<file path="config.mk">
export PLATFORM = sky130hd
export DESIGN_NAME = pcicfg_front
export DESIGN_NICKNAME = d
export VERILOG_FILES = /design/src/design/pcicfg_pkg.sv /design/src/design/pcicfg_front.sv
export SDC_FILE = /design/constraint.sdc
export NUM_CORES = 1
export LEC_CHECK = 0
export ABC_AREA = 0
export ABC_CLOCK_PERIOD_IN_PS = 3200
export BUFFER_PORTS_ARGS = -buffer_cell sky130_fd_sc_hd__clkbuf_2
export CORE_ASPECT_RATIO = 1.75
export CORE_MARGIN = 1.5
export CORE_UTILIZATION = 30
export DETAILED_ROUTE_END_ITERATION = 6
export HOLD_SLACK_MARGIN = 0.15
export SYNTH_ARGS = -nofsm -noshare
export SYNTH_HDL_FRONTEND = slang
export SYNTH_SLANG_ARGS = --single-unit
</file>
<file path="constraint.sdc">
create_clock -name clk -period 3.2 [get_ports clk]
set_clock_uncertainty 0.05 [all_clocks]
set_input_delay 0.64 -clock clk [delete_from_list [all_inputs] [get_ports clk]]
set_output_delay 0.64 -clock clk [all_outputs]
set_load 0.01 [all_outputs]
</file>
<file path="src/design/pcicfg_pkg.sv">
package pcicfg_pkg;

    localparam logic       OP_READ  = 1'b0;
    localparam logic       OP_WRITE = 1'b1;

    localparam logic [1:0] SIZE_BYTE  = 2'd0;
    localparam logic [1:0] SIZE_WORD  = 2'd1;
    localparam logic [1:0] SIZE_DWORD = 2'd2;

    localparam logic       CFG_BUS_NUMBER   = 1'b0;
    localparam logic       CFG_DEVICE_COUNT = 1'b1;

    // upper byte of the 0x8000 enable/tag field in index bits 31:16
    localparam logic [7:0] HOST_TAG = 8'h80;

    localparam logic [1:0] CMD_NONE   = 2'd0;
    localparam logic [1:0] CMD_DIRECT = 2'd1;
    localparam logic [1:0] CMD_READ   = 2'd2;
    localparam logic [1:0] CMD_WRITE  = 2'd3;

    localparam int NUM_BANKS = 4;

    typedef struct packed {
        logic [1:0]       kind;
        logic [31:0]      data;     // direct result or write data
        logic [4:0]       dev;
        logic [3:0][5:0]  row;      // per byte bank
        logic [3:0]       bank_en;
        logic [1:0]       rot;      // bank of result byte 0
        logic [3:0]       keep;     // result bytes covered by the size
        logic [3:0]       ff;       // result bytes beyond the store
    } cmd_t;

    typedef struct packed {
        logic clearing;
    } back_status_t;

endpackage

</file>
<file path="src/design/pcicfg_front.sv">
module pcicfg_front #(
    parameter int MAX_DEVICES  = 32,
    parameter int CONFIG_BYTES = 256
) (
    input  logic                      clk,
    input  logic                      rst_n,
    input  logic                      in_valid,
    output logic                      in_ready,
    input  logic                      op,
    input  logic [1:0]                access_size,
    input  logic [2:0]                port_offset,
    input  logic [31:0]               write_data,
    input  logic                      cfg_valid,
    output logic                      cfg_ready,
    input  logic                      cfg_index,
    input  logic [7:0]                cfg_data,
    input  pcicfg_pkg::back_status_t  back_status,
    input  logic                      q_full,
    output logic                      q_push,
    output pcicfg_pkg::cmd_t          q_cmd
);
    import pcicfg_pkg::*;

    logic [31:0] address_index_reg, address_index_next;
    logic [7:0]  bus_number_reg;
    logic [5:0]  device_count_reg;

    logic        accept;
    logic [3:0]  keep;
    logic [31:0] all_ones;
    logic        size_ok;
    logic        hit;
    logic [4:0]  dev;
    logic [7:0]  base;
    logic [1:0]  bank_pos [NUM_BANKS];
    logic [7:0]  bank_off [NUM_BANKS];
    logic [3:0]  bank_in_range;
    logic [3:0]  byte_ff;
    logic [31:0] idx_rd;
    cmd_t        cmd;

    function automatic logic [1:0] bank_pos_idx(input int b, input logic [1:0] off);
        return 2'(b) - off;
    endfunction

    assign cfg_ready = 1'b1;
    assign in_ready  = !back_status.clearing && !q_full;
    assign accept    = in_valid && in_ready;

    always_comb
    begin
        keep     = 4'b0001;
        all_ones = 32'h0000_00FF;
        size_ok  = 1'b1;
        case (access_size)
            SIZE_BYTE:
            begin
                keep     = 4'b0001;
                all_ones = 32'h0000_00FF;
                size_ok  = 1'b1;
            end
            SIZE_WORD:
            begin
                keep     = 4'b0011;
                all_ones = 32'h0000_FFFF;
                size_ok  = !port_offset[0];
            end
            SIZE_DWORD:
            begin
                keep     = 4'b1111;
                all_ones = 32'hFFFF_FFFF;
                size_ok  = (port_offset[1:0] == 2'b00);
            end
            default:
            begin
                keep     = 4'b0000;
                all_ones = 32'hFFFF_FFFF;
                size_ok  = 1'b0;
            end
        endcase
    end

    assign dev  = address_index_reg[15:11];
    assign hit  = (address_index_reg[31:24] == HOST_TAG)
               && (address_index_reg[23:16] == bus_number_reg)
               && (address_index_reg[10:8] == 3'd0)
               && ({1'b0, dev} < device_count_reg)
               && ({1'b0, dev} < 6'(MAX_DEVICES));
    assign base = address_index_reg[7:0] + {6'd0, port_offset[1:0]};

    // bank b carries result byte (b - base) of the access
    always_comb
    begin
        for (int b = 0; b < NUM_BANKS; b++)
        begin
            bank_pos[b]      = 2'(b) - base[1:0];
            bank_off[b]      = base + {6'd0, bank_pos[b]};
            bank_in_range[b] = ({1'b0, bank_off[b]} < 9'(CONFIG_BYTES));
        end
        for (int i = 0; i < NUM_BANKS; i++)
        begin
            byte_ff[i] = !({1'b0, base + 8'(i)} < 9'(CONFIG_BYTES));
        end
    end

    assign idx_rd = (address_index_reg >> {port_offset[1:0], 3'b000}) & all_ones;

    always_comb
    begin
        address_index_next = address_index_reg;
        for (int b = 0; b < NUM_BANKS; b++)
        begin
            if (keep[bank_pos_idx(b, port_offset[1:0])])
            begin
                address_index_next[b*8 +: 8] =
                    write_data[bank_pos_idx(b, port_offset[1:0])*8 +: 8];
            end
        end
    end

    always_comb
    begin
        cmd       = '0;
        cmd.data  = write_data;
        cmd.dev   = dev;
        cmd.rot   = base[1:0];
        cmd.keep  = keep;
        cmd.ff    = byte_ff;
        for (int b = 0; b < NUM_BANKS; b++)
        begin
            cmd.row[b] = bank_off[b][7:2];
        end
        if (!size_ok)
        begin
            cmd.kind = (op == OP_WRITE) ? CMD_NONE : CMD_DIRECT;
            cmd.data = all_ones;
        end
        else if (!port_offset[2])
        begin
            cmd.kind = (op == OP_WRITE) ? CMD_NONE : CMD_DIRECT;
            cmd.data = idx_rd;
        end
        else if (!hit)
        begin
            cmd.kind = (op == OP_WRITE) ? CMD_NONE : CMD_DIRECT;
            cmd.data = all_ones;
        end
        else
        begin
            cmd.kind = (op == OP_WRITE) ? CMD_WRITE : CMD_READ;
            for (int b = 0; b < NUM_BANKS; b++)
            begin
                cmd.bank_en[b] = keep[bank_pos[b]] && bank_in_range[b];
            end
        end
    end

    assign q_cmd  = cmd;
    assign q_push = accept && (cmd.kind != CMD_NONE);

    always_ff @(posedge clk or negedge rst_n)
    begin
        if (!rst_n)
        begin
            address_index_reg <= '0;
            bus_number_reg    <= '0;
            device_count_reg  <= '0;
        end
        else
        begin
            if (accept && size_ok && !port_offset[2] && (op == OP_WRITE))
            begin
                address_index_reg <= address_index_next;
            end
            if (cfg_valid && cfg_ready)
            begin
                case (cfg_index)
                    CFG_BUS_NUMBER:   bus_number_reg   <= cfg_data;
                    CFG_DEVICE_COUNT: device_count_reg <= cfg_data[5:0];
                    default:          bus_number_reg   <= bus_number_reg;
                endcase
            end
        end
    end

endmodule

</file>
==> impl_metrics.csv <==
group,metric,value,unit
outcome,status,"finished with violations",
outcome,violations,"negative setup slack",
floorplanning,fp.dieH,164,µm
detailed_routing,drt_first_pass_iters,4,
cts,htreeDepth,2,
timing,fin_crit_sh,102,%
timing,worst_pin_slew,793,ps
timing,worst_slack,-48.4,ps
critical_path,cp.arrival,2560,ps
yosys,synth_edf_count,0,
critical_path,r2r_start,"address_index_reg[14]",
timing,relSlewSlack,47.0,%
yosys,synth_area_leader_cell,"dfrtp_1",
timing,final-setup-viol-count,8,
yosys,synthCells,471,
global_route,grt_first_pass_wirelength,22.1,mm
cts,clockRootBuffer,"clkbuf_16",
critical_path,cpMaxStageDelayCell,"or4b_4",
cts,clk_latency,290,ps
timing,period_minus_slack,3250,ps
yosys,synth-seq-cells,46,
placement,io_buffers,127,
critical_path,crit_required,2510,ps
detailed_routing,detailroute.via_count,4154,
placement,hpwl,11.6,mm
min_path,hp-class,"in -> async",
cts,cts_buffer_depth,2,
global_route,gr-total-overflow,0,
yosys,synth_cell_types,46,
critical_path,r2r_setup_slack,2190,ps
yosys,synth_top_area_share,25.9,%
timing,tns,-153,ps
critical_path,rr_endpoint,"address_index_reg[14]",
yosys,synthTopCellsByArea,"dfrtp_1 26%, mux2i_1 21%, mux2_2 13%",
floorplanning,io_pins,133,
global_route,grt_max_degree,44,
detailed_routing,drt-total-wl,14.8,mm
detailed_routing,drc_errors,0,
detailed_routing,wl_per_cell,18.4,µm
critical_path,cp_common_cell,"a221o_1",
timing,rsz0062_at_grt,"true",
cts,cts_inserted_buffers,5,
timing,max_freq,0.308,GHz
final_layout,drive_gt1_share,43.2,%
cts,clk_pin_slew_worst_paths,70,ps
critical_path,reg2reg_depth,2,
global_route,grt_pass1_vias,4166,
timing,slew_violations,0,
pwr,power_leakage,3.05,nW
yosys,synth_common_cells,"92 x mux2i_1, 50 x mux2_2, 46 x dfrtp_1",
cts,clock-sinks,46,
final_layout,largest_reg_flops,32,
floorplanning,die_w,95.0,µm
critical_path,cp-end-kind,"output pin",
placement,dp_worst_setup_slack,-142,ps
cts,tritoncts,"yes",
yosys,synth_async_sr_flop_share,100,%
floorplanning,coreArea,0.0144,mm²
pwr,ir_worst_vdd,0.218,mV
detailed_routing,ant_nets,0,
floorplanning,initial_core_util,30.7,%
placement,dp.cells,786,
global_route,grt_usage,19.0,%
floorplanning,fp-row-count,58,
yosys,ys_seq_area_share,25.9,%
yosys,syn_area,0.00444,mm²
global_route,antenna_found_initial,0,
critical_path,crit_buf_inv,1,
timing,hold_viol_final,0,
yosys,synth.most_common_cell,"mux2i_1",
yosys,ys.flop_type,"dfrtp_1",
final_layout,area_delta_synth_final,31.1,%
pwr,power.density,385,mW/mm²
yosys,synth.avg_cell_area,9.43,µm²
final_layout,layoutNonFillerInstCount,802,
critical_path,worstPathCellList,"or4b_4, a221o_1, nor3_4, a21oi_4, a221o_1, clkbuf_2",
detailed_routing,dr.first_iter.drc_count,240,
critical_path,critPathTopFamily,"compound AO/OA/AOI/OAI gates",
yosys,yosys_warnings,0,
detailed_routing,via_per_inst,5.18,
final_layout,nets,693,
job,drv_cap,0,
final_layout,antenna_cells,0,
critical_path,critPathMaxFanout,8,
critical_path,max_stage_delay,550,ps
critical_path,worstSetupPathType,"reg -> out",
critical_path,critPathLaunchType,"register",
placement,place.gp.congestion,0.927,
floorplanning,die-area,0.0156,mm²
[kinds of logic after synthesis]
group                    count (synthesis)  synth area share [%]
XOR/XNOR                                30                  5.92
multiplexers                           142                  33.4
AND/OR/NAND/NOR                        104                  11.4
AO/OA/AOI/OAI                           66                  10.6
flip-flops                              46                  25.9
adder cells (fa/ha/maj)                 19                  5.52
other                                    2                 0.169
buffers and inverters                   62                  7.04
[layer usage]
metal  up-vias  track usage (%)  share of wire [%]  wire [µm]
li1       1954                -                  -          -
met1      2041             19.7                 38       5560
met2       135             36.3                 55       8140
met3        24             2.36                3.7        542
met4         0             9.09                3.7        550
met5         -                0                  0          0
[what timing repair did]
item | 4_1_cts | 5_1_grt
gates resized for setup | 17 | 31
pin swaps | 13 | 12
endpoints found under the setup margin | 41 | 34
buffers inserted | 5 | 2
cloned | 1 | 0
hold buffers | 0 | 0
[area by class of cell]
class | instances | area (µm²)
multi-input combinational | 367 | 3160
fill | 1430 | 8620
clock buffer | 6 | 129
tap | 180 | 225
timing repair buffer | 173 | 1010
sequential | 46 | 1160
clock inverter | 2 | 37.5
inverter | 28 | 108
[power breakdown]
part / switching [mW] / internal (mW)
sequential: 0.0852 / 0.655
combinational: 0.472 / 0.429
clock: 0.230 / 0.369
total: 0.787 / 1.45
[metrics by stage]
step	util [%]	total power, mW	cell area [µm²]	hold WS, ps
3_5_place_dp	37.6	1.59	5430	446
4_1_cts	39.6	2.22	5720	386
2_1_floorplan	-	1.26	4460	294
5_1_grt	40.3	2.35	5820	426
6_report	40.3	2.24	5820	359
3_3_place_gp	37.6	1.56	5430	439
[layout by cell type, fill, tap and decap left out, drive strengths merged, types with 2 or more instances in the layout]
cell,n
clkbuf,122
mux2i,92
buf,57
mux2,50
dfrtp,46
nor2,38
nand2,32
a21oi,29
inv,28
xnor2,20
ha,18
a211o,16
xor2,10
a221o,9
nor3,6
nand3,5
conb,5
o21ai,5
nand2b,4
nor4,4
nor2b,4
and3,2
o211a,2
a31oi,2
or2,2
[how the worst max path moves through the flow]
stage                      endpoint  slack [ps]  cells after the start                   from
after floorplan           q_cmd[19]         -50                      7         port_offset[0]
after global placement    q_cmd[19]         -50                      9         port_offset[0]
after detailed placement  q_cmd[31]        -140                     10         port_offset[0]
after CTS                 q_cmd[70]         -40                      6  address_index_reg[27]
after global routing      q_cmd[70]         -70                      6  address_index_reg[27]
final                     q_cmd[70]         -50                      6  address_index_reg[27]
Power figures use the tool's default switching activity.
