`config.mk`:
```
export PLATFORM = sky130hd
export DESIGN_NAME = pcicfg_queue
export DESIGN_NICKNAME = d
export VERILOG_FILES = /design/src/design/pcicfg_pkg.sv /design/src/design/pcicfg_queue.sv
export SDC_FILE = /design/constraint.sdc
export NUM_CORES = 1
export LEC_CHECK = 0
export ABC_AREA = 1
export BUFFER_PORTS_ARGS = -buffer_cell sky130_fd_sc_hd__buf_2
export CORE_MARGIN = 3
export CORE_UTILIZATION = 25
export DETAILED_ROUTE_END_ITERATION = 16
export PLACE_DENSITY_LB_ADDON = 0.3
export SLEW_MARGIN = 20
export SYNTH_ARGS = -nofsm -noshare
export SYNTH_HDL_FRONTEND = slang
export SYNTH_SLANG_ARGS = --single-unit
```
`constraint.sdc`:
```
create_clock -name clk -period 8.2 [get_ports clk]
set_input_delay 1.23 -clock clk [delete_from_list [all_inputs] [get_ports clk]]
set_output_delay 1.23 -clock clk [all_outputs]
set_load 0.05 [all_outputs]
```
`src/design/pcicfg_pkg.sv`:
```
package pcicfg_pkg;

    localparam logic       OP_READ  = 1'b0;
    localparam logic       OP_WRITE = 1'b1;

    localparam logic [1:0] SIZE_BYTE  = 2'd0;
    localparam logic [1:0] SIZE_WORD  = 2'd1;
    localparam logic [1:0] SIZE_DWORD = 2'd2;

    localparam logic       CFG_BUS_NUMBER   = 1'b0;
    localparam logic       CFG_DEVICE_COUNT = 1'b1;

    // upper byte of the 0x8000 enable/tag field in index bits 31:16
    localparam logic [7:0] HOST_TAG = 8'h80;

    localparam logic [1:0] CMD_NONE   = 2'd0;
    localparam logic [1:0] CMD_DIRECT = 2'd1;
    localparam logic [1:0] CMD_READ   = 2'd2;
    localparam logic [1:0] CMD_WRITE  = 2'd3;

    localparam int NUM_BANKS = 4;

    typedef struct packed {
        logic [1:0]       kind;
        logic [31:0]      data;     // direct result or write data
        logic [4:0]       dev;
        logic [3:0][5:0]  row;      // per byte bank
        logic [3:0]       bank_en;
        logic [1:0]       rot;      // bank of result byte 0
        logic [3:0]       keep;     // result bytes covered by the size
        logic [3:0]       ff;       // result bytes beyond the store
    } cmd_t;

    typedef struct packed {
        logic clearing;
    } back_status_t;

endpackage

```
`src/design/pcicfg_queue.sv`:
```
module pcicfg_queue #(
    parameter int DEPTH = 2
) (
    input  logic              clk,
    input  logic              rst_n,
    input  logic              push,
    input  pcicfg_pkg::cmd_t  push_cmd,
    output logic              full,
    input  logic              pop,
    output logic              valid,
    output pcicfg_pkg::cmd_t  head
);
    import pcicfg_pkg::*;

    localparam int PTR_W = (DEPTH > 1) ? $clog2(DEPTH) : 1;
    localparam int CNT_W = $clog2(DEPTH + 1);

    cmd_t             slot_reg [DEPTH];
    logic [PTR_W-1:0] wr_ptr_reg, wr_ptr_next;
    logic [PTR_W-1:0] rd_ptr_reg, rd_ptr_next;
    logic [CNT_W-1:0] count_reg, count_next;

    assign full  = (count_reg == CNT_W'(DEPTH));
    assign valid = (count_reg != '0);
    assign head  = slot_reg[rd_ptr_reg];

    always_comb
    begin
        wr_ptr_next = wr_ptr_reg;
        rd_ptr_next = rd_ptr_reg;
        count_next  = count_reg;
        if (push)
        begin
            wr_ptr_next = (wr_ptr_reg == PTR_W'(DEPTH - 1)) ? '0 : wr_ptr_reg + 1'b1;
        end
        if (pop)
        begin
            rd_ptr_next = (rd_ptr_reg == PTR_W'(DEPTH - 1)) ? '0 : rd_ptr_reg + 1'b1;
        end
        if (push && !pop)
        begin
            count_next = count_reg + 1'b1;
        end
        else if (pop && !push)
        begin
            count_next = count_reg - 1'b1;
        end
    end

    always_ff @(posedge clk)
    begin
        if (push)
        begin
            slot_reg[wr_ptr_reg] <= push_cmd;
        end
    end

    always_ff @(posedge clk or negedge rst_n)
    begin
        if (!rst_n)
        begin
            wr_ptr_reg <= '0;
            rd_ptr_reg <= '0;
            count_reg  <= '0;
        end
        else
        begin
            wr_ptr_reg <= wr_ptr_next;
            rd_ptr_reg <= rd_ptr_next;
            count_reg  <= count_next;
        end
    end

endmodule

```
==> impl_metrics.yaml, run 1 <==
timing:
  finalSetupViolCount: 0
  worst_slew_margin_rel_pct: 40.9
  final.setup_skew_ps: 6.19
  slew_at_the_pin_closest_to_its_max_slew_limit_ps: 887
  finalCritPeriodShare_pct: 45.1
  fmax_mhz: 271
  final_count_of_pins_violating_max_slew: 0
  final_hold_viol_count: 0
  setup_repair_after_global_routing_missed_its_margin: "no"
  period_needed_ps: 3700
  fin_setup_tns_ps: 0
routing:
  drtPass1Iterations: 4
  vias_per_cell: 3.90
  detail_route.drc_violations: 0
  ant_nets: 0
  wirelength_routed_mm: 11.4
  drtIter0Drc: 82
  routed-via-count: 2973
  drt-wirelength-per-cell_um: 14.9
pwr:
  clock_network_power_share_pct: 25.1
  power_density_nw_per_um2: 411
  power_frac_comb_pct: 37.9
  total_switching_power_uw: 1270
  internal-power_uw: 1850
  switching_share_pct: 40.8
  irDropWorstVdd_mv: 0.172
  p_leak_uw: 0.00289
  power.share.sequential_pct: 37.0
synth:
  synth.ff_latch_count: 158
  simple_gate_fraction_of_synth_area_pct: 0.707
  syn_area_per_cell_um2: 22.0
  ys.warnings.count: 0
  synthesis.area_um2: 5840
  largest_family_of_logic_cells_by_synthesized_area: "multiplexers"
  yosysUniqueCellTypes: 14
  synth-compound-area-share_pct: 0
  synth_xor_xnor_area_share_pct: 0.450
  synth.mux.area_fraction_pct: 16.1
  synth_seq_area_share_pct: 80.9
  synth_fp_nets: 347
  post_synthesis_adder_cell_area_fraction_pct: 0.214
  postSynthCellCount: 265
cells_and_area:
  drive_above_1_share_pct: 60.9
  nNetsFinal: 519
  mostFrequentLayoutCell: "sky130_fd_sc_hd__buf_2"
  n_fill_cell: 2206
  largest_register_ffs: 154
  antenna_cells_inserted: 0
  final_core_util_pct: 33.3
  areaGrowthSynthToFinish_pct: 29.8
  leading_cell_types_in_the_layout_fill_and_taps_excluded: "159 x sky130_fd_sc_hd__buf_2, 154 x sky130_fd_sc_hd__edfxtp_1, 57 x sky130_fd_sc_hd__mux2_2"
run:
  maxCapViolCount: 0
clocking:
  cts_tree: "done"
  ctsHtreeMaxLevel: 4
  clock_latency_late_sink_ps: 410
  numCtsBuffers: 17
  tritoncts_num_sinks: 158
  cts-resized-gates: 0
  path_clk_slew_ps: 70
  cts.repair_timing.setup_buffer_count: 0
  clockRootBuffer: "sky130_fd_sc_hd__clkbuf_16"
  cts_max_path_buffers: 2
  postCtsHoldBufs: 0
global_routing:
  global_route.overflow_total: 0
  via_count_of_the_first_global_routing_pass: 3319
  number_of_antenna_violations_at_the_first_check_in_global_routing: 1
  grt_first_pass_wirelength_mm: 17.8
  grt.total_usage_pct: 9.09
  grt_max_degree: 64
die:
  core_region_area_um2: 22800
  chipHeight_um: 159
  floorplan.die.width_um: 159
  floorplan.die_area_um2: 25200
  top_level_ports: 160
  start_util_pct: 25.7
  fp-row-count: 55
hold_path:
  min-delay-path-class: "register to register"
  hold_depth: 2
worst_setup_path:
  crit_required_ps: 6970
  arrival_ps: 2470
  critPathMaxFanout: 43
  timing.critical_path.to_type: "output port"
  crit_path_start_kind: "register"
  criticalPathCategory: "register to output port"
  worst_r2r_path_depth: 2
placed_design:
  hpwlAfterDp_mm: 7.54
  port_buffers: 159
  gp_routability_congestion: 0.665
run_status:
  status: "finished, final reports clean"
[worst paths after layout]
check | endpoint | from | slack, ps
worst min-delay path | count_reg[1]$_DFFE_PN0P_ | count_reg[1]$_DFFE_PN0P_ | 500
worst max register to register | slot_reg[0][75]$_DFFE_PP_ | wr_ptr_reg$_DFFE_PN0P_ | 6160
worst min register to register | count_reg[1]$_DFFE_PN0P_ | count_reg[1]$_DFFE_PN0P_ | 500
min in group asynchronous | count_reg[0]$_DFFE_PN0P_ | rst_n | 610
worst max-delay path | head[57] | rd_ptr_reg$_DFFE_PN0P_ | 4500
max in group asynchronous | rd_ptr_reg$_DFFE_PN0P_ | rst_n | 7450
[per-stage QoR]
step	worst slack, ps	hold slack [ps]	power (uW)	area [um^2]	cells
finish	4500	498	3120	7590	763
global route	4330	554	3260	7590	763
CTS	4400	499	3180	7590	763
detailed placement	4870	478	2380	7000	731
global placement	4880	454	2360	7000	731
floorplan	3190	442	2130	5840	265
[critical path: stages, from the launching register on]
cell and delay [ps]:
sky130_fd_sc_hd__dfrtp_4 820, sky130_fd_sc_hd__buf_4 600, sky130_fd_sc_hd__mux2_2 400, sky130_fd_sc_hd__buf_2 210
[synth_stat cells (all sizes together)]
cell type | n | share of area, %
xnor2 | 1 | 0.15
edfxtp | 154 | 79
xor2 | 2 | 0.30
inv | 7 | 0.45
nand2 | 6 | 0.39
nand3 | 1 | 0.086
buf | 9 | 1.2
dfrtp | 4 | 1.7
mux2 | 77 | 16
ha | 1 | 0.21
nor2 | 2 | 0.13
nand4 | 1 | 0.11
[logic make-up (layout without fill, tap and decap cells)]
family,count (synthesis),after routing
AND/OR/NAND/NOR,10,10
flip-flops,158,158
XOR/XNOR,3,3
buffers and inverters,16,201
adder cells (fa/ha/maj),1,1
multiplexers,77,77
[cell type report]
cell class	instances	area (um^2)	share of cell area, %
clock buffers	17	425	5.61
clock inverters	15	165	2.18
inverters	7	27.5	0.363
multi-input cells	91	1030	13.6
flip-flops and latches	158	4730	62.3
well taps	313	392	5.16
repair buffers	162	818	10.8
[power groups by stage]
| stage | sequential, uW | combinational (uW) | clock, uW |
|---|---|---|---|
| final | 1160 | 1180 | 782 |
| after global routing | 1170 | 1240 | 848 |
| after CTS | 1160 | 1200 | 811 |
| after detailed placement | 1180 | 1200 | 0 |
| after global placement | 1170 | 1190 | 0 |
| after floorplan | 1130 | 1010 | 0 |
[per-layer routing]
| layer | vias up | part of all wire, % | GRT usage, % |
|---|---|---|---|
| met3 | 7 | 6.8 | 4.04 |
| li1 | 1381 | - | - |
| met5 | - | 0.18 | 0 |
| met4 | 2 | 1.0 | 2.87 |
| met1 | 1474 | 43 | 10.5 |
| met2 | 109 | 49 | 15.2 |
(Power assumes the default switching activity.)
==> inputs of run 2 (changes only) <==
==> constraint.sdc (replaced) <==
create_clock -name clk -period 3.4 [get_ports clk]
set_input_delay 0.51 -clock clk [delete_from_list [all_inputs] [get_ports clk]]
set_output_delay 0.51 -clock clk [all_outputs]
set_load 0.05 [all_outputs]
==> impl_metrics.yaml, run 2 (synthesis gave the netlist of run 1 again) <==
clocking:
  clockRootBuffer: "sky130_fd_sc_hd__clkbuf_16"
  cts-resized-gates: 0
  ctsHtreeMaxLevel: 4
  numCtsBuffers: 17
  clock_latency_late_sink_ps: 410
  cts_max_path_buffers: 2
  cts_tree: "done"
  path_clk_slew_ps: 70
  tritoncts_num_sinks: 158
cells_and_area:
  n_fill_cell: 2203
  areaGrowthSynthToFinish_pct: 30.8
  drive_above_1_share_pct: 61.0
  mostFrequentLayoutCell: "sky130_fd_sc_hd__buf_2"
  leading_cell_types_in_the_layout_fill_and_taps_excluded: "159 x sky130_fd_sc_hd__buf_2, 154 x sky130_fd_sc_hd__edfxtp_1, 57 x sky130_fd_sc_hd__mux2_2"
  nNetsFinal: 523
  largest_register_ffs: 154
global_routing:
  grt_first_pass_wirelength_mm: 18.2
  grt_max_degree: 38
  number_of_antenna_violations_at_the_first_check_in_global_routing: 1
  grt.total_usage_pct: 9.26
  via_count_of_the_first_global_routing_pass: 3396
  global_route.overflow_total: 0
die:
  core_region_area_um2: 22800
  top_level_ports: 160
  fp-row-count: 55
  floorplan.die.width_um: 159
  chipHeight_um: 159
  start_util_pct: 25.7
  floorplan.die_area_um2: 25200
timing:
  worst_slew_margin_rel_pct: 42.8
  finalCritPeriodShare_pct: 78.8
  final_hold_viol_count: 0
  setup_repair_after_global_routing_missed_its_margin: "no"
  fin_setup_tns_ps: 0
  period_needed_ps: 2680
  slew_at_the_pin_closest_to_its_max_slew_limit_ps: 856
  final.setup_skew_ps: 8.67
  postLayoutSetupSlackWorst_ps: 722
  finalSetupViolCount: 0
  fmax_mhz: 373
  final_count_of_pins_violating_max_slew: 0
run:
  maxCapViolCount: 0
worst_setup_path:
  rr_startpoint: "wr_ptr_reg$_DFFE_PN0P_"
  arrival_ps: 2170
  critical_path.top_delay_family: "flip-flops"
  critPathMaxFanout: 32
  critical_path_buf_inv_count: 2
  timing.critical_path.to: "head[25]"
  rrSetupSlack_ps: 1680
  criticalPathCategory: "register to output port"
  worstPathCellList: "buf_4 -> mux2_2 -> buf_2"
  critPathMaxStageDelay_ps: 720
  crit_path_start_kind: "register"
  worstSetupStartpoint: "rd_ptr_reg$_DFFE_PN0P_"
  critPathSlowestCell: "sky130_fd_sc_hd__dfrtp_4"
  crit_required_ps: 2890
  timing.critical_path.to_type: "output port"
  critical_path_cell_count: 3
  worst_r2r_path_depth: 2
  r2r_endpoint: "slot_reg[0][59]$_DFFE_PP_"
routing:
  drtIter0Drc: 83
  routed-via-count: 2969
  ant_nets: 0
  drt-wirelength-per-cell_um: 14.8
  vias_per_cell: 3.87
  wirelength_routed_mm: 11.4
  drtPass1Iterations: 4
  detail_route.drc_violations: 0
hold_path:
  min-delay-path-class: "primary input to register"
pwr:
  power_density_nw_per_um2: 985
  p_leak_uw: 0.00291
  irDropWorstVdd_mv: 0.368
placed_design:
  port_buffers: 159
  gp_routability_congestion: 0.712
  hpwlAfterDp_mm: 7.74
  post-place-ws_ps: 1100
run_status:
  status: "finished, final reports clean"
==> run 2: worst min-delay path by stage <==
stage                                      endpoint         start  depth (start not counted)  slack, ps
final                     slot_reg[0][58]$_DFFE_PP_  push_cmd[58]                          1        280
after global routing      slot_reg[1][71]$_DFFE_PP_  push_cmd[71]                          1        250
after CTS                 slot_reg[0][58]$_DFFE_PP_  push_cmd[58]                          1        250
after detailed placement   count_reg[1]$_DFFE_PN0P_         rst_n                          1        330
after global placement     count_reg[1]$_DFFE_PN0P_         rst_n                          1        330
after floorplan            count_reg[0]$_DFFE_PN0P_         rst_n                          0        210
==> run 2: worst reg2reg max path, delay by kind of cell, from the launching register on <==
| kind | cells | cell delay [ps] |
|---|---|---|
| buffers and inverters | 1 | 300 |
| and+or+nand+nor | 1 | 690 |
| DFF | 1 | 430 |
==> run 2: where the power goes <==
group,internal [uW],switching (uW),total [uW]
logic,854,2070,2930
clock network,1030,814,1850
registers,2590,168,2750
total,4470,3060,7530
==> run 2: what timing repair did <==
action | in CTS | in global routing
endpoints found under the hold margin | 4 | 0
buffers inserted | 0 | 0
hold buffers | 1 | 0
==> run 2: cell type report <==
| cell class | instances | area (um^2) | share of cell area, % |
|---|---|---|---|
| diodes | 1 | 2.50 | 0.0327 |
| clock buffers | 17 | 425 | 5.56 |
| clock inverters | 15 | 151 | 1.98 |
| inverters | 7 | 27.5 | 0.360 |
| multi-input cells | 91 | 1030 | 13.5 |
| flip-flops and latches | 158 | 4730 | 61.8 |
| well taps | 313 | 392 | 5.12 |
| repair buffers | 166 | 888 | 11.6 |
==> run 2: layer usage <==
metal,vias up,GRT usage [%],share of wire [%]
met5,-,0,0
met4,0,3.30,1.1
li1,1388,-,-
met1,1471,10.3,42
met3,10,4.44,7.5
met2,100,15.5,50
==> run 2: per-stage QoR <==
step                      util (%)  cell area, um^2  instances  total power (uW)  hold WS (ps)
final                         33.6             7640        768              7530           280
after global routing          33.6             7640        768              7890           252
after CTS                     33.6             7640        767              7670           250
after detailed placement      31.0             7060        734              5790           325
after global placement        31.0             7060        734              5750           326
after floorplan                  -             5850        265              5140           214
==> inputs of run 3 (changes only) <==
--- a/config.mk
+++ b/config.mk
@@ -5,7 +5,7 @@
 export SDC_FILE = /design/constraint.sdc
 export NUM_CORES = 1
 export LEC_CHECK = 0
-export ABC_AREA = 1
+export ABC_AREA = 0
 export BUFFER_PORTS_ARGS = -buffer_cell sky130_fd_sc_hd__buf_2
 export CORE_MARGIN = 3
 export CORE_UTILIZATION = 25
==> constraint.sdc (replaced) <==
create_clock -name clk -period 2.2 [get_ports clk]
set_input_delay 0.33 -clock clk [delete_from_list [all_inputs] [get_ports clk]]
set_output_delay 0.33 -clock clk [all_outputs]
set_load 0.05 [all_outputs]
==> impl_metrics.yaml, run 3 <==
run_status:
  status: "finished, final reports clean"
synth:
  yosys.area.top_type: "sky130_fd_sc_hd__edfxtp_1"
  syn_area_per_cell_um2: 22.8
  netlist_top_cells_count: "154 x sky130_fd_sc_hd__edfxtp_1, 57 x sky130_fd_sc_hd__mux2_2, 20 x sky130_fd_sc_hd__mux2_4"
  ys.warnings.count: 0
  most_used_flip_flop_cell_after_synthesis: "sky130_fd_sc_hd__edfxtp_1"
  number_of_flops_mapped_to_enable_cells_by_yosys: 154
  synth_fp_nets: 338
  yosysMostFrequentCell: "sky130_fd_sc_hd__edfxtp_1"
  async_reset_ff_share_pct: 2.53
  synthesis.area_um2: 5830
  yosysUniqueCellTypes: 14
  postSynthCellCount: 256
  synth_seq_area_share_pct: 81.1
  synth.ff_latch_count: 158
  synth_area_leaders: "sky130_fd_sc_hd__edfxtp_1 79%, sky130_fd_sc_hd__mux2_2 11%, sky130_fd_sc_hd__mux2_4 5.2%"
  synth_top_cell_area_share_pct: 79.4
worst_setup_path:
  critical_path.top_delay_family: "buffers and inverters"
  arrival_ps: 1790
  criticalPathCategory: "register to output port"
  crit_path_start_kind: "register"
  rrSetupSlack_ps: 770
  worstPathCellList: "buf_12 -> mux2_2 -> buf_2"
  critPathMaxStageDelay_ps: 440
  critPathSlowestCell: "sky130_fd_sc_hd__dfrtp_4"
  critical_path_buf_inv_count: 2
  timing.critical_path.to_type: "output port"
  crit_required_ps: 1870
  critPathMaxFanout: 53
die:
  top_level_ports: 160
  start_util_pct: 25.6
  fp-row-count: 55
  core_region_area_um2: 22800
  floorplan.die_area_um2: 25200
  chipHeight_um: 159
  floorplan.die.width_um: 159
clocking:
  numCtsBuffers: 17
  ctsHtreeMaxLevel: 4
  clockRootBuffer: "sky130_fd_sc_hd__clkbuf_16"
  cts.repair_timing.setup_buffer_count: 0
  clock_latency_late_sink_ps: 410
  postCtsHoldBufs: 1
  tritoncts_num_sinks: 158
  cts_tree: "done"
  cts-resized-gates: 0
  cts_max_path_buffers: 2
  path_clk_slew_ps: 60
timing:
  setup_repair_after_global_routing_missed_its_margin: "no"
  finalCritPeriodShare_pct: 96.2
  fin_setup_tns_ps: 0
  final.setup_skew_ps: 14.3
  finalSetupViolCount: 0
  slew_at_the_pin_closest_to_its_max_slew_limit_ps: 349
  final_layout_worst_hold_slack_ps: 102
  postLayoutSetupSlackWorst_ps: 83.0
  worst_slew_margin_rel_pct: 76.7
  final_count_of_pins_violating_max_slew: 0
  fmax_mhz: 472
  final_hold_viol_count: 0
  period_needed_ps: 2120
pwr:
  total_power_uw: 11700
  irDropWorstVdd_mv: 0.640
  p_leak_uw: 0.00290
  power_density_nw_per_um2: 1530
routing:
  highest-signal-layer: "met5"
  route.met3.wl_um: 873
  detail_route.wirelength.met1_mm: 4.82
  vias_per_cell: 3.89
  met2_routed_length_mm: 5.72
  routed-via-count: 2948
  drt-wirelength-per-cell_um: 15.2
  detail_route.drc_violations: 0
  drtPass1Iterations: 4
  ant_nets: 0
  drtIter0Drc: 69
  wirelength_routed_mm: 11.5
placed_design:
  hpwlAfterDp_mm: 7.61
  port_buffers: 159
  post-place-ws_ps: 502
  gp_routability_congestion: 0.699
  dpl-instance-area_um2: 7060
cells_and_area:
  nNetsFinal: 515
  largest_register_ffs: 154
  areaGrowthSynthToFinish_pct: 31.3
  mostFrequentLayoutCell: "sky130_fd_sc_hd__buf_2"
  antenna_cells_inserted: 0
  final_cell_area_excluding_filler_cells_um2: 7650
  leading_cell_types_in_the_layout_fill_and_taps_excluded: "159 x sky130_fd_sc_hd__buf_2, 154 x sky130_fd_sc_hd__edfxtp_1, 57 x sky130_fd_sc_hd__mux2_2"
  drive_above_1_share_pct: 61.6
run:
  maxCapViolCount: 0
global_routing:
  grt.total_usage_pct: 9.02
  via_count_of_the_first_global_routing_pass: 3264
  number_of_antenna_violations_at_the_first_check_in_global_routing: 1
  grt_first_pass_wirelength_mm: 16.9
  global_route.overflow_total: 0
  grt_max_degree: 54
hold_path:
  min-delay-path-class: "primary input to register"
## run 3: cell types whose count changed in the layout (fill, tap and decap cells not counted), moves of 2 or more
cell                         previous run  this run
sky130_fd_sc_hd__clkbuf_1               0         4
sky130_fd_sc_hd__nand2_1                6         0
sky130_fd_sc_hd__inv_8                  2         0
sky130_fd_sc_hd__inv_1                  6         1
sky130_fd_sc_hd__xor2_1                 2         4
sky130_fd_sc_hd__inv_6                  5         1
sky130_fd_sc_hd__bufinv_16              1         3
sky130_fd_sc_hd__clkinvlp_4             2         0
## run 3: path summary, 6_finish.rpt
kind	startpoint	end	cells past startpoint
min	push_cmd[71]	slot_reg[0][71]$_DFFE_PP_	1
max	rd_ptr_reg$_DFFE_PN0P_	head[75]	3
max reg2reg	wr_ptr_reg$_DFFE_PN0P_	slot_reg[1][75]$_DFFE_PP_	2
min in group asynchronous	rst_n	rd_ptr_reg$_DFFE_PN0P_	2
max in group asynchronous	rst_n	rd_ptr_reg$_DFFE_PN0P_	2
min reg2reg	count_reg[1]$_DFFE_PN0P_	count_reg[1]$_DFFE_PN0P_	1
## run 3: cell type report
cell class | count | area (um^2)
fillers | 2197 | 15100
flip-flops and latches | 158 | 4730
multi-input cells | 88 | 1040
repair buffers | 167 | 908
clock buffers | 21 | 440
well taps | 313 | 392
clock inverters | 10 | 140
inverters | 1 | 3.75
## run 3: cell families after synthesis
family	share of synthesized area [%]
multiplexers	16.2
flip-flops	81.1
XOR/XNOR	0.752
buffers and inverters	1.27
AND/OR/NAND/NOR	0.494
adder cells (fa/ha/maj)	0.215
## run 3: through the flow
step / utilization (%) / std cells
after floorplan: - / 256
after global placement: 31.0 / 726
after detailed placement: 31.0 / 726
after CTS: 33.6 / 758
after global routing: 33.6 / 758
final: 33.6 / 758
## run 3: where the power goes
| part | switching, uW | internal [uW] |
|---|---|---|
| clock | 1120 | 1780 |
| combinational | 3320 | 1370 |
| sequential | 156 | 4000 |
## run 3: worst reg2reg max path, delay by kind of cell (launching register included)
family,cells,cell delay (ps)
simple gates,1,390
flops,1,430
buf+inv,1,320
## run 3: per-layer routing
layer / GRT usage (%) / vias up
li1: - / 1365
met5: 0 / -
met2: 15.2 / 104
met3: 3.83 / 6
met4: 3.44 / 2
met1: 10.1 / 1471
